## config.mk

```make
export PLATFORM = sky130hd
export DESIGN_NAME = alu16_with_flags_and_setcc
export DESIGN_NICKNAME = d
export VERILOG_FILES = /design/src/hdl/alu16f_pkg.sv /design/src/hdl/alu16f_core.sv /design/src/hdl/alu16_with_flags_and_setcc.sv
export SDC_FILE = /design/constraint.sdc
export NUM_CORES = 1
export LEC_CHECK = 0
export BUFFER_PORTS_ARGS = -buffer_cell sky130_fd_sc_hd__clkbuf_2
export CORE_MARGIN = 2
export CORE_UTILIZATION = 55
export CTS_CLUSTER_DIAMETER = 150
export DETAILED_ROUTE_END_ITERATION = 7
export PLACE_DENSITY = 0.73
export SLEW_MARGIN = 25
export SYNTH_ARGS = -nofsm -noshare
export SYNTH_HDL_FRONTEND = slang
export SYNTH_SLANG_ARGS = --single-unit
```

## constraint.sdc

```tcl
create_clock -name i_clk -period 6.4 [get_ports i_clk]
set_input_delay 1.28 -clock i_clk [delete_from_list [all_inputs] [get_ports i_clk]]
set_output_delay 1.28 -clock i_clk [all_outputs]
set_load 0.02 [all_outputs]
```

## src/hdl/alu16f_pkg.sv

```systemverilog
`default_nettype none

package alu16f_pkg;

    localparam int DATA_WIDTH = 16;
    localparam int CNT_W      = $clog2(DATA_WIDTH);
    localparam int KIND_W     = 5;
    localparam int FLAG_W     = 4;

    typedef enum logic [KIND_W-1:0] {
        OP_ADD   = 5'd0,
        OP_SUB   = 5'd1,
        OP_AND   = 5'd2,
        OP_OR    = 5'd3,
        OP_XOR   = 5'd4,
        OP_CMP   = 5'd5,
        OP_MUL   = 5'd6,
        OP_DIV   = 5'd7,
        OP_NOT   = 5'd8,
        OP_INC   = 5'd9,
        OP_DEC   = 5'd10,
        OP_SETZ  = 5'd11,
        OP_SETNZ = 5'd12,
        OP_SETL  = 5'd13,
        OP_SETLE = 5'd14,
        OP_SETG  = 5'd15,
        OP_SETGE = 5'd16,
        OP_SETB  = 5'd17,
        OP_SETBE = 5'd18,
        OP_SETA  = 5'd19,
        OP_SETAE = 5'd20
    } t_op;

    typedef enum logic [1:0] {
        ST_OK    = 2'd0,
        ST_DIV0  = 2'd1,
        ST_BADOP = 2'd2
    } t_status;

    typedef enum logic [1:0] {
        S_IDLE,
        S_CALC,
        S_MFIX,
        S_HOLD
    } t_state;

    typedef struct packed {
        logic [KIND_W-1:0]     kind;
        logic [DATA_WIDTH-1:0] dest_value;
        logic [DATA_WIDTH-1:0] src_value;
    } t_in_item;

    typedef struct packed {
        logic [DATA_WIDTH-1:0] result;
        logic                  write_back;
        logic [FLAG_W-1:0]     flags_out;
        t_status               status;
    } t_out_item;

    typedef struct packed {
        logic start;
        logic take;
    } t_core_ctl;

    typedef struct packed {
        logic busy;
        logic done;
    } t_core_sts;

    // flags: bit0 zero, bit1 sign, bit2 overflow, bit3 carry
    function automatic logic set_cond(t_op op, logic [FLAG_W-1:0] f);
        logic z;
        logic s;
        logic o;
        logic c;
        logic v;
        z = f[0];
        s = f[1];
        o = f[2];
        c = f[3];
        unique case (op)
            OP_SETZ:  v = z;
            OP_SETNZ: v = !z;
            OP_SETL:  v = s != o;
            OP_SETLE: v = z || (s != o);
            OP_SETG:  v = !z && (s == o);
            OP_SETGE: v = s == o;
            OP_SETB:  v = c;
            OP_SETBE: v = c || z;
            OP_SETA:  v = !c && !z;
            default:  v = !c;
        endcase
        return v;
    endfunction

endpackage

`default_nettype wire

```

## src/hdl/alu16f_core.sv

```systemverilog
`default_nettype none

module alu16f_core (
    input  wire logic                              i_clk,
    input  wire logic                              i_rst_n,
    input  wire alu16f_pkg::t_core_ctl             i_ctl,
    input  wire alu16f_pkg::t_in_item              i_item,
    input  wire logic [alu16f_pkg::FLAG_W-1:0]     i_flags,
    output alu16f_pkg::t_core_sts                  o_sts,
    output alu16f_pkg::t_out_item                  o_res
);
    import alu16f_pkg::*;

    localparam logic [CNT_W-1:0] LAST = CNT_W'(DATA_WIDTH - 1);

    t_state                r_state, n_state;
    t_op                   r_op, n_op;
    logic [DATA_WIDTH-1:0] r_x, n_x;
    logic [DATA_WIDTH-1:0] r_y, n_y;
    logic [DATA_WIDTH-1:0] r_z, n_z;
    logic [DATA_WIDTH:0]   r_h, n_h;
    logic                  r_c, n_c;
    logic                  r_nz, n_nz;
    logic                  r_fc, n_fc;
    logic [CNT_W-1:0]      r_cnt, n_cnt;
    logic [DATA_WIDTH-1:0] r_res, n_res;
    logic                  r_wb, n_wb;
    logic [FLAG_W-1:0]     r_flg, n_flg;
    t_status               r_st, n_st;

    t_op                   in_op;
    logic                  is_sub;
    logic                  is_arith;
    logic                  xb, yb, sum, co, lbit, sbit;
    logic [DATA_WIDTH:0]   msum;
    logic [DATA_WIDTH:0]   remc;
    logic [DATA_WIDTH+1:0] dsub;
    logic                  ge;
    logic [DATA_WIDTH-1:0] sel;
    logic [DATA_WIDTH-1:0] hdiff;
    logic [DATA_WIDTH-1:0] quo;

    assign in_op    = t_op'(i_item.kind);
    assign is_sub   = (r_op == OP_SUB) || (r_op == OP_CMP) || (r_op == OP_DEC);
    assign is_arith = is_sub || (r_op == OP_ADD) || (r_op == OP_INC);

    // one bit per cycle, LSB first
    assign xb  = r_x[0];
    assign yb  = r_y[0] ^ is_sub;
    assign sum = xb ^ yb ^ r_c;
    assign co  = (xb & yb) | (xb & r_c) | (yb & r_c);

    always_comb begin
        unique case (r_op)
            OP_AND:  lbit = xb & r_y[0];
            OP_OR:   lbit = xb | r_y[0];
            OP_XOR:  lbit = xb ^ r_y[0];
            default: lbit = ~xb;
        endcase
    end

    assign sbit = is_arith ? sum : lbit;

    // shift-add multiply step
    assign msum = r_h + (r_x[0] ? {1'b0, r_y} : '0);

    // restoring divide step
    assign remc = {r_h[DATA_WIDTH-1:0], r_x[DATA_WIDTH-1]};
    assign dsub = {1'b0, remc} - {2'b00, r_y};
    assign ge   = !dsub[DATA_WIDTH+1];
    assign quo  = {r_x[DATA_WIDTH-2:0], ge};

    // signed correction of the product's high half
    assign sel   = !r_cnt[0] ? (r_y[DATA_WIDTH-1] ? r_z : '0)
                             : (r_z[DATA_WIDTH-1] ? r_y : '0);
    assign hdiff = r_h[DATA_WIDTH-1:0] - sel;

    always_ff @(posedge i_clk) begin
        if (!i_rst_n) begin
            r_state <= S_IDLE;
        end else begin
            r_state <= n_state;
        end
    end

    always_ff @(posedge i_clk) begin
        r_op  <= n_op;
        r_x   <= n_x;
        r_y   <= n_y;
        r_z   <= n_z;
        r_h   <= n_h;
        r_c   <= n_c;
        r_nz  <= n_nz;
        r_fc  <= n_fc;
        r_cnt <= n_cnt;
        r_res <= n_res;
        r_wb  <= n_wb;
        r_flg <= n_flg;
        r_st  <= n_st;
    end

    always_comb begin
        n_state = r_state;
        n_op    = r_op;
        n_x     = r_x;
        n_y     = r_y;
        n_z     = r_z;
        n_h     = r_h;
        n_c     = r_c;
        n_nz    = r_nz;
        n_fc    = r_fc;
        n_cnt   = r_cnt;
        n_res   = r_res;
        n_wb    = r_wb;
        n_flg   = r_flg;
        n_st    = r_st;
        unique case (r_state)
            S_IDLE: begin
                if (i_ctl.start) begin
                    n_op    = in_op;
                    n_x     = i_item.dest_value;
                    n_y     = i_item.src_value;
                    n_z     = i_item.src_value;
                    n_h     = '0;
                    n_c     = 1'b0;
                    n_nz    = 1'b0;
                    n_cnt   = '0;
                    n_res   = '0;
                    n_wb    = 1'b1;
                    n_st    = ST_OK;
                    n_flg   = i_flags;
                    n_state = S_CALC;
                    unique case (in_op)
                        OP_ADD, OP_AND, OP_OR, OP_XOR, OP_NOT: begin
                        end
                        OP_SUB, OP_CMP: begin
                            n_c = 1'b1;
                        end
                        OP_INC: begin
                            n_y = DATA_WIDTH'(1);
                        end
                        OP_DEC: begin
                            n_y = DATA_WIDTH'(1);
                            n_c = 1'b1;
                        end
                        OP_MUL: begin
                            n_x = i_item.src_value;
                            n_y = i_item.dest_value;
                        end
                        OP_DIV: begin
                            if (i_item.src_value == '0) begin
                                n_wb    = 1'b0;
                                n_st    = ST_DIV0;
                                n_state = S_HOLD;
                            end
                        end
                        OP_SETZ, OP_SETNZ, OP_SETL, OP_SETLE, OP_SETG,
                        OP_SETGE, OP_SETB, OP_SETBE, OP_SETA, OP_SETAE: begin
                            n_res   = {{(DATA_WIDTH-1){1'b0}}, set_cond(in_op, i_flags)};
                            n_state = S_HOLD;
                        end
                        default: begin
                            n_wb    = 1'b0;
                            n_st    = ST_BADOP;
                            n_state = S_HOLD;
                        end
                    endcase
                end
            end
            S_CALC: begin
                n_cnt = r_cnt + 1'b1;
                if (r_op == OP_MUL) begin
                    n_h = {1'b0, msum[DATA_WIDTH:1]};
                    n_x = {msum[0], r_x[DATA_WIDTH-1:1]};
                    if (r_cnt == LAST) begin
                        n_fc    = msum[1];
                        n_cnt   = '0;
                        n_state = S_MFIX;
                    end
                end else if (r_op == OP_DIV) begin
                    n_h = ge ? dsub[DATA_WIDTH:0] : remc;
                    n_x = quo;
                    if (r_cnt == LAST) begin
                        n_res   = quo;
                        n_flg   = {2'b00, quo[DATA_WIDTH-1], quo == '0};
                        n_state = S_HOLD;
                    end
                end else begin
                    n_x  = r_x >> 1;
                    n_y  = r_y >> 1;
                    n_h  = {1'b0, sbit, r_h[DATA_WIDTH-1:1]};
                    n_c  = co;
                    n_nz = r_nz | sbit;
                    if (r_cnt == LAST) begin
                        n_res = (r_op == OP_CMP) ? '0 : {sbit, r_h[DATA_WIDTH-1:1]};
                        n_wb  = r_op != OP_CMP;
                        if (is_arith) begin
                            n_flg = {is_sub ? !co : co, r_c ^ co, sbit, !(r_nz | sbit)};
                        end else begin
                            n_flg = {2'b00, sbit, !(r_nz | sbit)};
                        end
                        n_state = S_HOLD;
                    end
                end
            end
            S_MFIX: begin
                n_cnt = r_cnt + 1'b1;
                n_h   = {1'b0, hdiff};
                if (r_cnt[0]) begin
                    n_res   = r_x;
                    n_flg   = {r_fc, hdiff != {DATA_WIDTH{r_x[DATA_WIDTH-1]}},
                               r_x[DATA_WIDTH-1], r_x == '0};
                    n_state = S_HOLD;
                end
            end
            S_HOLD: begin
                if (i_ctl.take) begin
                    n_state = S_IDLE;
                end
            end
            default: begin
                n_state = S_IDLE;
            end
        endcase
    end

    assign o_sts.busy = r_state != S_IDLE;
    assign o_sts.done = r_state == S_HOLD;

    assign o_res.result     = r_res;
    assign o_res.write_back = r_wb;
    assign o_res.flags_out  = r_flg;
    assign o_res.status     = r_st;

    a_start_idle: assert property (@(posedge i_clk) disable iff (!i_rst_n)
        i_ctl.start |-> r_state == S_IDLE)
        else $error("start while busy");

    a_hold_stable: assert property (@(posedge i_clk) disable iff (!i_rst_n)
        (r_state == S_HOLD && !i_ctl.take) |=>
            (r_state == S_HOLD && $stable(r_res) && $stable(r_flg)))
        else $error("held result changed");

    a_calc_runs: assert property (@(posedge i_clk) disable iff (!i_rst_n)
        (r_state == S_CALC && r_cnt != LAST) |=> r_state == S_CALC)
        else $error("serial pass cut short");

    a_err_no_wb: assert property (@(posedge i_clk) disable iff (!i_rst_n)
        r_state == S_HOLD |-> !(r_wb && r_st != ST_OK))
        else $error("write-back on error");

endmodule

`default_nettype wire

```

## src/hdl/alu16_with_flags_and_setcc.sv

```systemverilog
// Add, sub, cmp, logic, inc, dec and div run a DATA_WIDTH-step shift loop in the bit-serial
// core (one bit or one quotient bit a cycle); mul follows its loop with signed correction
// steps; set-on-condition, invalid codes and divide by zero skip the loop. The output register
// lets the next item start while a beat waits. Synchronous active-low reset clears the stored
// flags and output valid, idles the core.
`default_nettype none

module alu16_with_flags_and_setcc (
    input  wire logic                 i_clk,
    input  wire logic                 i_rst_n,
    input  wire logic                 i_in_valid,
    output logic                      o_in_stall,
    input  wire alu16f_pkg::t_in_item i_in_item,
    output logic                      o_out_valid,
    input  wire logic                 i_out_stall,
    output alu16f_pkg::t_out_item     o_out_item
);
    import alu16f_pkg::*;

    logic [FLAG_W-1:0] r_flags;
    logic              r_valid;
    t_out_item         r_out;
    t_core_ctl         core_ctl;
    t_core_sts         core_sts;
    t_out_item         core_res;

    assign core_ctl.start = i_in_valid && !core_sts.busy;
    assign core_ctl.take  = core_sts.done && (!r_valid || !i_out_stall);

    alu16f_core u_core (
        .i_clk   (i_clk),
        .i_rst_n (i_rst_n),
        .i_ctl   (core_ctl),
        .i_item  (i_in_item),
        .i_flags (r_flags),
        .o_sts   (core_sts),
        .o_res   (core_res)
    );

    always_ff @(posedge i_clk) begin
        if (!i_rst_n) begin
            r_flags <= '0;
            r_valid <= 1'b0;
        end else begin
            if (core_ctl.take) begin
                r_flags <= core_res.flags_out;
                r_valid <= 1'b1;
            end else if (!i_out_stall) begin
                r_valid <= 1'b0;
            end
        end
    end

    always_ff @(posedge i_clk) begin
        if (core_ctl.take) begin
            r_out <= core_res;
        end
    end

    assign o_in_stall  = core_sts.busy;
    assign o_out_valid = r_valid;
    assign o_out_item  = r_out;

endmodule

`default_nettype wire

```

# Word-level counts from Yosys, hierarchy flattened
# Index checks and enable logic that the tools add are counted.
# totals
regBits	130
word_cells	196
input_bits	41
out_inout_bits	25
mem_bits_rw	0
latchBits	0
mem_bits_ro	0
n_memories	0
# classes
muxes	73
multipliers	0
div	0
n_bitwise	14
n_reduce_logical	41
addsub	4
n_eq_ne	44
shift	0
order_cmp	0
# op_table
op	n
16-bit two-way mux	18
16-bit case mux with 2 select lines	3
17-bit two-way mux	4
17-bit case mux with 3 select lines	1
5-bit by 4-bit equality test with 1-bit output, second input constant	10
16-bit logical NOT	3
16-bit case mux with 3 select lines	1
5-bit by 3-bit equality test with 1-bit output, second input constant	8
4-bit two-way mux	10
5-bit equality test, second input constant	5
4-bit case mux with 3 select lines	2
5-bit by 2-bit equality test with 1-bit output, second input constant	4
10-bit OR reduction	2
20-bit OR reduction	1
1-bit two-way mux	18
17-bit by 16-bit subtractor with 18-bit output	1
17-bit adder	1
16-bit inequality test	1
16-bit subtractor	1
2-bit two-way mux	7
5-bit by 1-bit equality test with 1-bit output, second input constant	2
5-bit logical NOT	2
5-bit AND reduction	2
1-bit case mux with 9 select lines	1
28 further kinds	68

# Longest topological paths before layout
# depth
word_depth	14
ltp_mapped	14
mapped_depth_nobuf	14

# Modules after synthesis
# Synthesis repeated with hierarchy kept, for this count alone.
# hier_totals
hier_cells	937
hier_area_um2	9006.1
# by_module_without_submodules
mod	cells_each	instances	seq_area_each_um2	area_each_um2
alu16f_core	892	1	3042.9	8104.0
alu16_with_flags_and_setcc	45	1	790.8	902.1

# Worst setup path before layout
# OpenSTA, ideal clock, no wires.
# synth_path
path_type	input-to-reg
start	in i_in_valid
end	reg u_core.r_wb, enable pin
path_buffers	0
required_ps	6102
setup_ps	298
cell_stages	5
setup_slack_ps	1534
arrival_time_ps	4568
cell_sequence	inv_1 > nor2_1 > a21o_1 > a21boi_0 > and2_1
# synth_via
elab_chain_len	3
# synth_rtl
element	line	text
start, declared	alu16_with_flags_and_setcc.sv:11	input wire logic i_in_valid,
1-bit logical AND	alu16_with_flags_and_setcc.sv:27	assign core_ctl.start = i_in_valid && !core_sts.busy;
2-bit inequality test (no line)	--	
5-bit AND reduction (no line)	--	
end signal, assigned	alu16f_core.sv:97	r_wb <= n_wb;
end, declared	alu16f_core.sv:27	logic r_wb, n_wb;
# No other way between the ends.
# A chain may end at the register's enable or synchronous reset.

# Worst setup path after layout
# layout_path
start	reg u_core.r_cnt[0]
end	reg u_core.r_flg[2], data pin
# layout_via
elab_chain_len	5
# layout_rtl
element	line	text
start, declared	alu16f_core.sv:25	logic [CNT_W-1:0] r_cnt, n_cnt;
start signal, assigned	alu16f_core.sv:95	r_cnt <= n_cnt;
16-bit two-way mux	alu16f_core.sv:74	assign sel = !r_cnt[0] ? (r_y[DATA_WIDTH-1] ? r_z : '0)
16-bit subtractor	alu16f_core.sv:76	assign hdiff = r_h[DATA_WIDTH-1:0] - sel;
16-bit inequality test	alu16f_core.sv:211	n_flg = {r_fc, hdiff != {DATA_WIDTH{r_x[DATA_WIDTH-1]}},
4-bit two-way mux	alu16f_core.sv:209	if (r_cnt[0]) begin
4-bit case mux with 3 select lines	alu16f_core.sv:117	unique case (r_state)
named net u_core.n_flg[2]	alu16f_core.sv:28	logic [FLAG_W-1:0] r_flg, n_flg;
end signal, assigned	alu16f_core.sv:98	r_flg <= n_flg;
end, declared	alu16f_core.sv:28	
# The timed path passes the listed nets, and every way through them passes these cells. The select of a mux whose other input is x is not followed.

==> results_dict.tcl <==
set metrics [dict create \
    grt_antenna_before_repair 0 \
    maxSlewHeadroom 0.414 \
    path_max_fanout 15 \
    avgSynthCellArea_um2 9.46 \
    final.period_utilization 0.627 \
    clk_pin_slew_worst_paths_ps 60 \
    die_h_um 134 \
    crit_buf_inv 1 \
    cts_setup_buffers 0 \
    rsz0062_at_grt "false" \
    r2r-start "u_core.r_cnt[0]" \
    r2r_slack_ps 2390 \
    initial_utilization 0.561 \
    synth-seq-cells 130 \
    cp_slowest_cell "edfxtp_1" \
    synthFlopType "edfxtp_1" \
    grt_pass1_wl_um 40000 \
    grt_max_degree 89 \
    hp-class "reg2reg" \
    portBuffers 65 \
    num_antenna_cells 0 \
    setup_violations 0 \
    synthCells 976 \
    max_cap_violations 0 \
    cts_tree "yes" \
    preCtsSetupSlack_ps 2470 \
    status "finished, final reports clean" \
    die_x_um 134 \
    clockBufferDepth 2 \
    vias 8012 \
    synth.distinct_cells 77 \
    path_class "reg2reg" \
    hp-start "u_core.r_wb" \
    final_cell_mix "edfxtp_1 (123), nand2_1 (115), nor2_1 (67), clkbuf_2 (65), a21oi_1 (56)" \
    cts-hold-fix-buffers 0 \
    synth_edf_count 123 \
    routed_via_density 6.35 \
    root_buffer "clkbuf_16" \
    worst_path_largest_cell_delay_ps 540 \
    routed_wirelength_um 25800 \
    h-tree-depth 4 \
    critPathRequiredTime_ps 6570 \
    min_to "o_out_item[6]" \
    firstDrtPassIters 6 \
    final.setup_skew_ps 11.0 \
    synth_seq_area_share 0.415 \
    crit_path_frequent_cell "a21oi_1" \
    core_area_mm2 0.0165 \
    use_met1 0.388 \
    final_antenna_net_count 0 \
    start_kind "flip-flop" \
    reg2reg_depth 13 \
    ys_warn_count 0 \
    worstPathArrival_ps 4190 \
    drt_iter0_markers 963 \
    setup_slack_ps 2390 \
    p_leak_uw 0.00408 \
    drive_above_1_share 0.134 \
    cts.sinks 130 \
    path_cells "and2_1 -> a22o_1 -> ha_1 -> inv_1 -> fa_1 -> a211oi_2 -> o21ai_1 -> a211o_1 -> a21oi_1 -> xnor2_1 -> or4b_1 -> o22ai_1 -> a21oi_1" \
    critPathTopFamily "compound AO/OA/AOI/OAI gates" \
    cts-resized-gates 0 \
    synth_nets 1077 \
    setup_tns_ps 0 \
    first_global_vias 7349 \
    top_usage_layer "met2" \
    rows 47 \
    globalplace.congestion 0.976 \
    dieArea_mm2 0.0178 \
    worstMarginPinSlew_ps 879 \
    power.density_mw_per_mm2 591 \
    period_minus_slack_ps 4010 \
    grtUsageMet2 0.464 \
    drv_slew 0 \
    ios 66 \
    drcViolationCount 0 \
    post-dp-hpwl_um 18700 \
    met3_usage 0.0712 \
    clk-insertion-delay-late_ps 440 \
    end_kind "flip-flop" \
    holdPathStages 0 \
    vdd_drop_max_mv 0.355 \
    max_freq_ghz 0.249 \
    syn2layout_area_growth_pct 13.1 \
    grt.overflow.total 0 \
    nNetsFinal 1129 \
    grt_use_total 0.293 \
    layout_commonest_cell "edfxtp_1" \
    wire_per_inst_um 20.5 \
    numCtsBuffers 17 \
    rr_endpoint "u_core.r_flg[2]" \
    synth_area_mm2 0.00923 \
    ys_async_sr_fraction 0 \
    hold_viol_final 0 \
]
[cells in the mapped netlist, types with 18 or more instances]
cell / count / share of area
nor2b_1: 46 / 0.031
nor3_1: 18 / 0.0098
a21oi_1: 57 / 0.031
a211oi_1: 23 / 0.019
a22oi_1: 31 / 0.025
xnor2_1: 25 / 0.024
clkbuf_1: 34 / 0.014
o21ai_0: 49 / 0.027
nor2_1: 69 / 0.028
nand3_1: 20 / 0.011
nand2_1: 115 / 0.047
ha_1: 56 / 0.076
inv_1: 54 / 0.022
a31oi_1: 28 / 0.019
edfxtp_1: 123 / 0.40
[how the worst max path moves through the flow]
stage,start,endpoint,slack [ps],cells past startpoint
after floorplan,i_in_valid,u_core.r_wb,1530,5
after global placement,u_core.r_cnt[0],u_core.r_flg[2],2570,13
after detailed placement,u_core.r_cnt[0],u_core.r_flg[2],2470,13
after CTS,u_core.r_cnt[0],u_core.r_flg[2],2460,13
after global routing,u_core.r_cnt[0],u_core.r_flg[2],2120,13
final,u_core.r_cnt[0],u_core.r_flg[2],2390,13
[report_power, final]
group / total, µW / switching, µW / internal, µW
clock: 1090 / 393 / 694
combinational: 3420 / 2090 / 1330
sequential: 1670 / 286 / 1380
[worst reg2reg max path: cells and delay by family, from the launching register on]
| family | cells | cell delay [ps] |
|---|---|---|
| flip-flops | 1 | 540 |
| adder cells (fa/ha/maj) | 2 | 600 |
| AND/OR/NAND/NOR | 2 | 1040 |
| AO/OA/AOI/OAI | 7 | 1400 |
| buffers and inverters | 1 | 50 |
| XOR/XNOR | 1 | 120 |
[kinds of logic (layout without fill, tap and decap cells)]
kind of cell	Yosys count	after routing	share of synthesized area
adder cells (fa/ha/maj)	61	61	0.0857
multiplexers	11	11	0.0123
flip-flops	130	130	0.415
AO/OA/AOI/OAI	308	308	0.232
buffers and inverters	98	163	0.0422
XOR/XNOR	41	41	0.0389
AND/OR/NAND/NOR	327	327	0.173
[routing by layer]
layer / wire (µm) / part of all wire
met4: 910 / 0.035
met3: 2250 / 0.087
met5: 0 / 0
met2: 11900 / 0.46
met1: 10700 / 0.42
[metrics by stage]
stage | utilization | power [µW] | hold WS (ps) | instances | area [µm²]
2_1_floorplan | - | 4150 | 400 | 976 | 9230
3_3_place_gp | 0.592 | 4940 | 401 | 1228 | 9760
3_5_place_dp | 0.593 | 5000 | 405 | 1229 | 9770
4_1_cts | 0.633 | 6110 | 416 | 1261 | 10400
5_1_grt | 0.634 | 6580 | 424 | 1261 | 10400
6_report | 0.634 | 6170 | 417 | 1261 | 10400
[sequential cells by signal, summed over array words and instances (netlist names), 4 cells and up]
| signal | flops |
|---|---|
| u_core.r_op | 5 |
| r_flags | 4 |
| u_core.r_y | 16 |
| u_core.r_cnt | 4 |
| u_core.r_res | 16 |
| o_out_item | 23 |
| u_core.r_h | 17 |
| u_core.r_flg | 4 |
| u_core.r_z | 16 |
| u_core.r_x | 16 |
[layout make-up]
cell class / instances / area, µm²
fill: 1389 / 6030
multi-input combinational: 748 / 5040
sequential: 130 / 3830
clock buffer: 17 / 425
timing repair buffer: 77 / 423
tap: 220 / 275
clock inverter: 15 / 231
inverter: 54 / 203
(Power assumes the default switching activity.)
